## src/rtl/stq_pkg.sv

```systemverilog
package stq_pkg;

   // request codes
   localparam logic [1:0] REQ_ADD    = 2'd0;
   localparam logic [1:0] REQ_DELETE = 2'd1;
   localparam logic [1:0] REQ_TICK   = 2'd2;

   // result kinds
   localparam logic [1:0] KIND_DONE    = 2'd0;
   localparam logic [1:0] KIND_FIRED   = 2'd1;
   localparam logic [1:0] KIND_REFUSED = 2'd2;

   // one queue entry: expiry time and the timer it belongs to
   typedef struct packed {
      logic [63:0] expiry;
      logic [3:0]  id;
   } stq_entry_type;

endpackage

```

## src/rtl/stq_ram.sv

```systemverilog
module stq_ram #(
   parameter int WIDTH = 8,
   parameter int DEPTH = 16
) (
   input  logic                     clock,
   input  logic                     wr_en,
   input  logic [$clog2(DEPTH)-1:0] wr_addr,
   input  logic [WIDTH-1:0]         wr_data,
   input  logic [$clog2(DEPTH)-1:0] rd_addr,
   output logic [WIDTH-1:0]         rd_data
);

   logic [WIDTH-1:0] mem_ff [DEPTH];

   always_ff @(posedge clock) begin
      if (wr_en) begin
         mem_ff[wr_addr] <= wr_data;
      end
      rd_data <= mem_ff[rd_addr];
   end

endmodule

```

## src/rtl/sorted_timer_expiry_queue_core.sv

```systemverilog
// Sorted timer queue. Timers are kept in expiry order in a ring held in a
// single simple dual-port RAM (one write and one registered read a cycle),
// with the entry at the head mirrored in flops so the due check is
// immediate. A request is taken when start is high and busy is low; each
// result appears on the rsp_ ports for exactly one cycle with rsp_strobe
// high and must be taken then, the block never holds a result back.
// An accepted add to a non-empty ring, or a delete of an active timer,
// walks the ring one entry a cycle; every add or delete ends in a single
// result. A tick checks the head and then fires the due timers, results
// coming out back to back, one per cycle, from the RAM read of the next
// entry. Busy falls as soon as the last result is in the output register,
// so the next request can follow while that result is still on the ports.
module sorted_timer_expiry_queue_core #(
   parameter int NUM_TIMERS = 16
) (
   input  logic        clock,
   input  logic        reset,
   input  logic        start,
   output logic        busy,
   input  logic [1:0]  req_type,
   input  logic [3:0]  req_timer_id,
   input  logic [31:0] req_delay,
   output logic        rsp_strobe,
   output logic [1:0]  rsp_kind,
   output logic [3:0]  rsp_fired_id,
   output logic        rsp_last,
   output logic        rsp_due_now,
   output logic [4:0]  rsp_queued_count
);

   import stq_pkg::*;

   localparam int IDW = $clog2(NUM_TIMERS);
   localparam int CW  = $clog2(NUM_TIMERS + 1);

   // sequencer states
   localparam logic [3:0] S_IDLE      = 4'd0;
   localparam logic [3:0] S_ADD_RD    = 4'd1;
   localparam logic [3:0] S_ADD_WALK  = 4'd2;
   localparam logic [3:0] S_ADD_PLACE = 4'd3;
   localparam logic [3:0] S_DEL_RD    = 4'd4;
   localparam logic [3:0] S_DEL_WALK  = 4'd5;
   localparam logic [3:0] S_TICK_CHK  = 4'd6;
   localparam logic [3:0] S_TICK_POP  = 4'd7;
   localparam logic [3:0] S_RESP      = 4'd8;

   // ring pointer step with wrap
   function automatic logic [IDW-1:0] ptr_inc(input logic [IDW-1:0] p);
      return (p == IDW'(NUM_TIMERS - 1)) ? '0 : p + 1'b1;
   endfunction

   function automatic logic [IDW-1:0] ptr_dec(input logic [IDW-1:0] p);
      return (p == '0) ? IDW'(NUM_TIMERS - 1) : p - 1'b1;
   endfunction

   // control state
   logic [3:0]          state_ff, state_in;
   logic [63:0]         tick_ff, tick_in;
   logic [CW-1:0]       len_ff, len_in;
   logic [CW-1:0]       cnt_ff, cnt_in;
   logic [IDW-1:0]      base_ff, base_in;
   logic [IDW-1:0]      rp_ff, rp_in;
   logic [IDW-1:0]      wp_ff, wp_in;
   logic                found_ff, found_in;
   logic [NUM_TIMERS-1:0] active_ff, active_in;

   // request payload held for the walk
   logic [63:0]         exp_ff, exp_in;
   logic [3:0]          id_ff, id_in;
   logic [1:0]          kind_ff, kind_in;
   stq_entry_type       head_ff, head_in;

   // output register
   logic                rsp_strobe_ff, rsp_strobe_in;
   logic [1:0]          rsp_kind_ff, rsp_kind_in;
   logic [3:0]          rsp_id_ff, rsp_id_in;
   logic                rsp_last_ff, rsp_last_in;
   logic                rsp_due_ff, rsp_due_in;
   logic [4:0]          rsp_count_ff, rsp_count_in;

   // ram port
   logic                wr_en;
   logic [IDW-1:0]      wr_addr;
   stq_entry_type       wr_data;
   logic [IDW-1:0]      rd_addr;
   logic [$bits(stq_entry_type)-1:0] rd_raw;
   stq_entry_type       rd_entry;

   // helpers
   logic                req_id_ok;
   logic [IDW-1:0]      req_idx;
   logic [IDW-1:0]      id_idx;
   logic [IDW-1:0]      head_idx;
   logic [IDW:0]        pos_sum;
   logic [IDW-1:0]      pos_len;
   logic [IDW-1:0]      tail;
   logic                head_due;
   logic [CW-1:0]       len_less;
   logic                next_due;
   stq_entry_type       new_entry;

   stq_ram #(
      .WIDTH ($bits(stq_entry_type)),
      .DEPTH (NUM_TIMERS)
   ) u_order_ram (
      .clock   (clock),
      .wr_en   (wr_en),
      .wr_addr (wr_addr),
      .wr_data (wr_data),
      .rd_addr (rd_addr),
      .rd_data (rd_raw)
   );

   assign rd_entry = stq_entry_type'(rd_raw);

   assign req_id_ok = (IDW+4)'(req_timer_id) < (IDW+4)'(NUM_TIMERS);
   assign req_idx   = IDW'(req_timer_id);
   assign id_idx    = IDW'(id_ff);
   assign head_idx  = IDW'(head_ff.id);

   // physical slot of logical position len, and of the tail entry
   assign pos_sum = {1'b0, base_ff} + (IDW+1)'(len_ff);
   assign pos_len = (pos_sum >= (IDW+1)'(NUM_TIMERS)) ?
                    IDW'(pos_sum - (IDW+1)'(NUM_TIMERS)) : IDW'(pos_sum);
   assign tail    = ptr_dec(pos_len);

   assign head_due  = (len_ff != '0) && (head_ff.expiry <= tick_ff);
   assign len_less  = len_ff - 1'b1;
   // due check on the entry behind the head, once the head is gone
   assign next_due  = (len_less != '0) && (rd_entry.expiry <= tick_ff);
   assign new_entry = '{expiry: exp_ff, id: id_ff};

   assign busy = (state_ff != S_IDLE);

   always_comb begin
      state_in      = state_ff;
      tick_in       = tick_ff;
      len_in        = len_ff;
      cnt_in        = cnt_ff;
      base_in       = base_ff;
      rp_in         = rp_ff;
      wp_in         = wp_ff;
      found_in      = found_ff;
      active_in     = active_ff;
      exp_in        = exp_ff;
      id_in         = id_ff;
      kind_in       = kind_ff;
      head_in       = head_ff;
      rsp_strobe_in = 1'b0;
      rsp_kind_in   = rsp_kind_ff;
      rsp_id_in     = rsp_id_ff;
      rsp_last_in   = rsp_last_ff;
      rsp_due_in    = rsp_due_ff;
      rsp_count_in  = rsp_count_ff;
      wr_en         = 1'b0;
      wr_addr       = wp_ff;
      wr_data       = rd_entry;
      rd_addr       = rp_ff;

      case (state_ff)
         S_IDLE: begin
            if (start) begin
               id_in   = req_timer_id;
               exp_in  = tick_ff + 64'(req_delay);
               kind_in = KIND_DONE;
               case (req_type)
                  REQ_ADD: begin
                     if (!req_id_ok || active_ff[req_idx] ||
                         len_ff >= CW'(NUM_TIMERS)) begin
                        kind_in  = KIND_REFUSED;
                        state_in = S_RESP;
                     end else begin
                        state_in = S_ADD_RD;
                     end
                  end
                  REQ_DELETE: begin
                     if (!req_id_ok) begin
                        kind_in  = KIND_REFUSED;
                        state_in = S_RESP;
                     end else if (active_ff[req_idx]) begin
                        state_in = S_DEL_RD;
                     end else begin
                        state_in = S_RESP;
                     end
                  end
                  REQ_TICK: begin
                     tick_in  = tick_ff + 64'd1;
                     state_in = S_TICK_CHK;
                  end
                  default: begin
                     kind_in  = KIND_REFUSED;
                     state_in = S_RESP;
                  end
               endcase
            end
         end

         // add: walk back from the tail, moving later-or-equal entries up one
         S_ADD_RD: begin
            if (len_ff == '0) begin
               wr_en     = 1'b1;
               wr_addr   = base_ff;
               wr_data   = new_entry;
               active_in[id_idx] = 1'b1;
               len_in    = len_ff + 1'b1;
               state_in  = S_RESP;
            end else begin
               rd_addr  = tail;
               rp_in    = tail;
               wp_in    = pos_len;
               cnt_in   = len_ff;
               state_in = S_ADD_WALK;
            end
         end

         S_ADD_WALK: begin
            wr_en   = 1'b1;
            wr_addr = wp_ff;
            if (rd_entry.expiry >= exp_ff) begin
               wr_data = rd_entry;
               if (cnt_ff == CW'(1)) begin
                  wp_in    = rp_ff;
                  state_in = S_ADD_PLACE;
               end else begin
                  rd_addr = ptr_dec(rp_ff);
                  wp_in   = rp_ff;
                  rp_in   = ptr_dec(rp_ff);
                  cnt_in  = cnt_ff - 1'b1;
               end
            end else begin
               wr_data  = new_entry;
               active_in[id_idx] = 1'b1;
               len_in   = len_ff + 1'b1;
               state_in = S_RESP;
            end
         end

         // new timer goes in at the head
         S_ADD_PLACE: begin
            wr_en    = 1'b1;
            wr_addr  = wp_ff;
            wr_data  = new_entry;
            active_in[id_idx] = 1'b1;
            len_in   = len_ff + 1'b1;
            state_in = S_RESP;
         end

         // delete: walk forward, close the gap behind the match
         S_DEL_RD: begin
            rd_addr  = base_ff;
            rp_in    = base_ff;
            cnt_in   = len_ff;
            found_in = 1'b0;
            state_in = S_DEL_WALK;
         end

         S_DEL_WALK: begin
            if (found_ff) begin
               wr_en   = 1'b1;
               wr_addr = wp_ff;
               wr_data = rd_entry;
            end else if (rd_entry.id == id_ff) begin
               found_in = 1'b1;
            end
            if (cnt_ff == CW'(1)) begin
               len_in   = len_less;
               active_in[id_idx] = 1'b0;
               state_in = S_RESP;
            end else begin
               rd_addr = ptr_inc(rp_ff);
               wp_in   = rp_ff;
               rp_in   = ptr_inc(rp_ff);
               cnt_in  = cnt_ff - 1'b1;
            end
         end

         S_TICK_CHK: begin
            if (head_due) begin
               rd_addr  = ptr_inc(base_ff);
               state_in = S_TICK_POP;
            end else begin
               kind_in  = KIND_DONE;
               id_in    = 4'd0;
               state_in = S_RESP;
            end
         end

         // fire the head; the entry behind it has just been read
         S_TICK_POP: begin
            base_in   = ptr_inc(base_ff);
            head_in   = rd_entry;
            len_in    = len_less;
            active_in[head_idx] = 1'b0;
            rsp_strobe_in = 1'b1;
            rsp_kind_in   = KIND_FIRED;
            rsp_id_in     = head_ff.id;
            rsp_last_in   = !next_due;
            rsp_due_in    = next_due;
            rsp_count_in  = 5'(len_less);
            if (next_due) begin
               rd_addr = ptr_inc(ptr_inc(base_ff));
            end else begin
               state_in = S_IDLE;
            end
         end

         S_RESP: begin
            rsp_strobe_in = 1'b1;
            rsp_kind_in   = kind_ff;
            rsp_id_in     = id_ff;
            rsp_last_in   = 1'b1;
            rsp_due_in    = head_due;
            rsp_count_in  = 5'(len_ff);
            state_in      = S_IDLE;
         end

         default: begin
            state_in = S_IDLE;
         end
      endcase

      // head copy follows every write to the head slot
      if (wr_en && (wr_addr == base_ff)) begin
         head_in = wr_data;
      end
   end

   always_ff @(posedge clock) begin
      if (reset) begin
         state_ff      <= S_IDLE;
         tick_ff       <= '0;
         len_ff        <= '0;
         cnt_ff        <= '0;
         base_ff       <= '0;
         rp_ff         <= '0;
         wp_ff         <= '0;
         found_ff      <= 1'b0;
         active_ff     <= '0;
         rsp_strobe_ff <= 1'b0;
      end else begin
         state_ff      <= state_in;
         tick_ff       <= tick_in;
         len_ff        <= len_in;
         cnt_ff        <= cnt_in;
         base_ff       <= base_in;
         rp_ff         <= rp_in;
         wp_ff         <= wp_in;
         found_ff      <= found_in;
         active_ff     <= active_in;
         rsp_strobe_ff <= rsp_strobe_in;
      end
   end

   always_ff @(posedge clock) begin
      exp_ff       <= exp_in;
      id_ff        <= id_in;
      kind_ff      <= kind_in;
      head_ff      <= head_in;
      rsp_kind_ff  <= rsp_kind_in;
      rsp_id_ff    <= rsp_id_in;
      rsp_last_ff  <= rsp_last_in;
      rsp_due_ff   <= rsp_due_in;
      rsp_count_ff <= rsp_count_in;
   end

   assign rsp_strobe       = rsp_strobe_ff;
   assign rsp_kind         = rsp_kind_ff;
   assign rsp_fired_id     = rsp_id_ff;
   assign rsp_last         = rsp_last_ff;
   assign rsp_due_now      = rsp_due_ff;
   assign rsp_queued_count = rsp_count_ff;

endmodule

```

## config.mk

```make
export PLATFORM = sky130hd
export DESIGN_NAME = sorted_timer_expiry_queue_core
export DESIGN_NICKNAME = d
export VERILOG_FILES = /design/src/rtl/stq_pkg.sv /design/src/rtl/stq_ram.sv /design/src/rtl/sorted_timer_expiry_queue_core.sv
export SDC_FILE = /design/constraint.sdc
export NUM_CORES = 2
export LEC_CHECK = 0
export ABC_AREA = 1
export BUFFER_PORTS_ARGS = -buffer_cell sky130_fd_sc_hd__buf_2
export CAP_MARGIN = 10
export CORE_UTILIZATION = 60
export CTS_CLUSTER_DIAMETER = 40
export DETAILED_ROUTE_END_ITERATION = 12
export GPL_TIMING_DRIVEN = 1
export PLACE_DENSITY = 0.85
export SYNTH_ARGS = -nofsm -noshare
export SYNTH_HDL_FRONTEND = slang
export SYNTH_SLANG_ARGS = --single-unit
```

## constraint.sdc

```tcl
create_clock -name clock -period 13.9 [get_ports clock]
set_input_delay 2.78 -clock clock [delete_from_list [all_inputs] [get_ports clock]]
set_output_delay 2.78 -clock clock [all_outputs]
set_load 0.01 [all_outputs]
```

==> flow_summary.toml <==
[drt]
wl_per_cell_microns = 21.7
drc = 0
viasPerCell = 6.12
firstDrtPassIters = 8
wirelength_microns = 190000
detail-route-antenna-nets = 0
drt-initial-drc-count = 7554
vias = 53500

[timing]
fmax_ghz = 0.150
min_period_ps = 6670
holdWs_ps = 470
fin_crit_sh = 0.480
clock_skew_ps = 29.4
setup_ws_ps = 7230
rsz0062_at_grt = "false"
finalSetupViolCount = 0
relSlewSlack = 0.159
maxSlewViolCount = 0
worstMarginPinSlew_ps = 1260
hold_violations = 0
finalSetupTns_ps = 0

[yosys]
synthFlopType = "edfxtp_1"
synth-edff-count = 1238
avgSynthCellArea_sq_um = 9.67
synth_warnings = 0
ys_seq_area_frac = 0.593
syn_inst = 7102
syn_nets = 7384
ys_ff_latch = 1414
syn_area_sq_um = 68700
synth_cell_types = 57
synthArstFlopShare = 0

[layout]
area_growth_pct = 10.4
drive_gt1_frac = 0.0714
final_cell_mix = "nand2_1, nand3_1, edfxtp_1, inv_1, a21oi_1"
utilization = 0.671
n_antenna_cell = 0
final_cell_area_sq_um = 75800
nFillCells = 7948
finalNonFillerCells = 8743
regArea_sq_um = 40700
layout_commonest_cell = "nand2_1"
multiInputGateArea_sq_um = 22300
nets = 7389

[cts]
root_buffer = "clkbuf_16"
cts-hold-fix-buffers = 0
post_cts_buffers = 0
path_clk_slew_ps = 60
cts_tree = "done"
post_cts_resized = 0
clockBufferDepth = 3
clk_latency_ps = 770
cts_sinks = 1414
cts.htree.levels = 4
cts_buffers = 159

[floorplanning]
fp.dieH_microns = 340
core_area_sq_um = 113000
die_w_microns = 340
die_area_sq_um = 116000
io-pin-count = 56
start_util = 0.608
rows = 123

[hold_path]
min_to = "wp_ff[0]"
hold_path_depth = 2
hp-start = "wp_ff[0]"
hp-class = "reg2reg"

[worst_setup_path]
cp_data_required_time_ps = 14560
worstSetupPathType = "reg2reg"
r2r_setup_slack_ps = 7230
cp_max_fo = 91
end_kind = "flip-flop"
r2r-end = "u_order_ram.rd_data[49]"
worstPathArrival_ps = 7330
worst-r2r-cell-count = 22
setup.worst_path.start_class = "flip-flop"
reg2reg_from = "tick_ff[52]"

[global_route]
grtUsageMet3 = 0.0546
grt_overflow = 0
met2_usage = 0.523
met1_usage = 0.426
grt_max_degree = 227
grt_use_total = 0.323
top_usage_layer = "met2"
grt_pass1_wl_microns = 288000
grt_pass1_vias = 51200
antenna_found_initial = 0

[flow_run]
cap_violations = 0

[pwr]
total_power_mw = 20.9
p_sw_mw = 9.40
power.leakage_nw = 31.2
switching_share = 0.451
p_int_mw = 11.5
power-per-cell-area_nw_per_um2 = 275
irDropWorstVdd_uv = 371
pwr-share-seq = 0.314
pwr-share-comb = 0.480
power_frac_clock = 0.207

[run_status]
status = "complete, no violations"

[placed_design]
io_buffers = 55
place.gp.congestion = 0.975
post-place-ws_ps = 7360
placed_cell_area_sq_um = 70300
dp_hpwl_microns = 108000
dp_cells = 8446
worst max-delay path, stage by stage (launching register included):
cell and delay (ps):
dfxtp_1 330, clkinv_1 250, ha_1 390, nand2_1 70
nor4_1 500, nand2_1 260, nor2_1 320, nand2_1 90
nand2_1 60, nand2_1 140, nand2_1 130, nand2_1 60
nand2_1 190, nand2_1 120, nand3_4 280, buf_4 800
buf_4 850, buf_4 780, nand3_1 230, nand3_1 190
nand3_1 100, nand3_1 120, nand2_1 80
per-layer routing:
| layer | vias up | wire, microns |
|---|---|---|
| met5 | - | 0 |
| li1 | 24000 | - |
| met4 | 0 | 8850 |
| met1 | 25100 | 68000 |
| met2 | 3679 | 89300 |
| met3 | 668 | 24000 |
sequential cells by signal, summed over array words and instances (netlist names), 5 cells and up:
register,flops
u_order_ram.mem_ff,1088
rsp_queued_count,5
len_ff,5
tick_ff,64
cnt_ff,5
head_ff,64
u_order_ram.rd_data,68
active_ff,16
exp_ff,64
kinds of logic after synthesis:
group / after synthesis / share of synthesized area
muxes: 1 / 0.000164
AOI/OAI and AO/OA: 618 / 0.0488
xor gates and xnor gates: 84 / 0.0107
buffers and inverters: 1447 / 0.0860
and+or+nand+nor: 3297 / 0.217
adders and majority gates: 241 / 0.0441
DFF: 1414 / 0.593
power by group through the flow:
stage / combinational [mW] / clock (mW) / sequential, mW
final: 10.0 / 4.31 / 6.55
after global routing: 10.9 / 4.49 / 6.56
after CTS: 9.76 / 4.32 / 6.53
after detailed placement: 9.59 / 0 / 6.60
after global placement: 9.22 / 0 / 6.60
after floorplan: 6.91 / 0 / 6.49
how the worst max path moves through the flow:
stage	startpoint	end	cells past startpoint
final	tick_ff[52]	u_order_ram.rd_data[49]	22
after floorplan	start	exp_ff[0]	2
after CTS	tick_ff[52]	u_order_ram.rd_data[61]	22
after global routing	tick_ff[44]	u_order_ram.rd_data[61]	22
after global placement	req_delay[0]	exp_ff[56]	18
after detailed placement	req_delay[0]	exp_ff[56]	18
area by class of cell:
cell class,instances,area share
clock buffer,205,0.0575
clock inverter,92,0.0145
tap,1500,0.0248
sequential,1414,0.537
timing repair buffer,190,0.0175
multi-input combinational,4241,0.294
inverter,1101,0.0546
synth_stat cells (22+ instances only):
| cell type | n | area, sq um |
|---|---|---|
| nand3b_1 | 139 | 1040 |
| nand4_1 | 41 | 257 |
| o21ai_0 | 211 | 1060 |
| nor3_1 | 63 | 315 |
| xor2_1 | 68 | 596 |
| nor2_1 | 297 | 1110 |
| nand2_1 | 1384 | 5190 |
| buf_6 | 34 | 383 |
| a211oi_1 | 22 | 165 |
| dfxtp_1 | 176 | 3520 |
| buf_2 | 150 | 751 |
| buf_1 | 34 | 128 |
| clkbuf_1 | 119 | 447 |
| inv_1 | 1084 | 4070 |
| nand3_1 | 1323 | 6620 |
| ha_1 | 239 | 2990 |
| edfxtp_1 | 1238 | 37200 |
| a21oi_1 | 300 | 1500 |
Power figures use the tool's default switching activity.
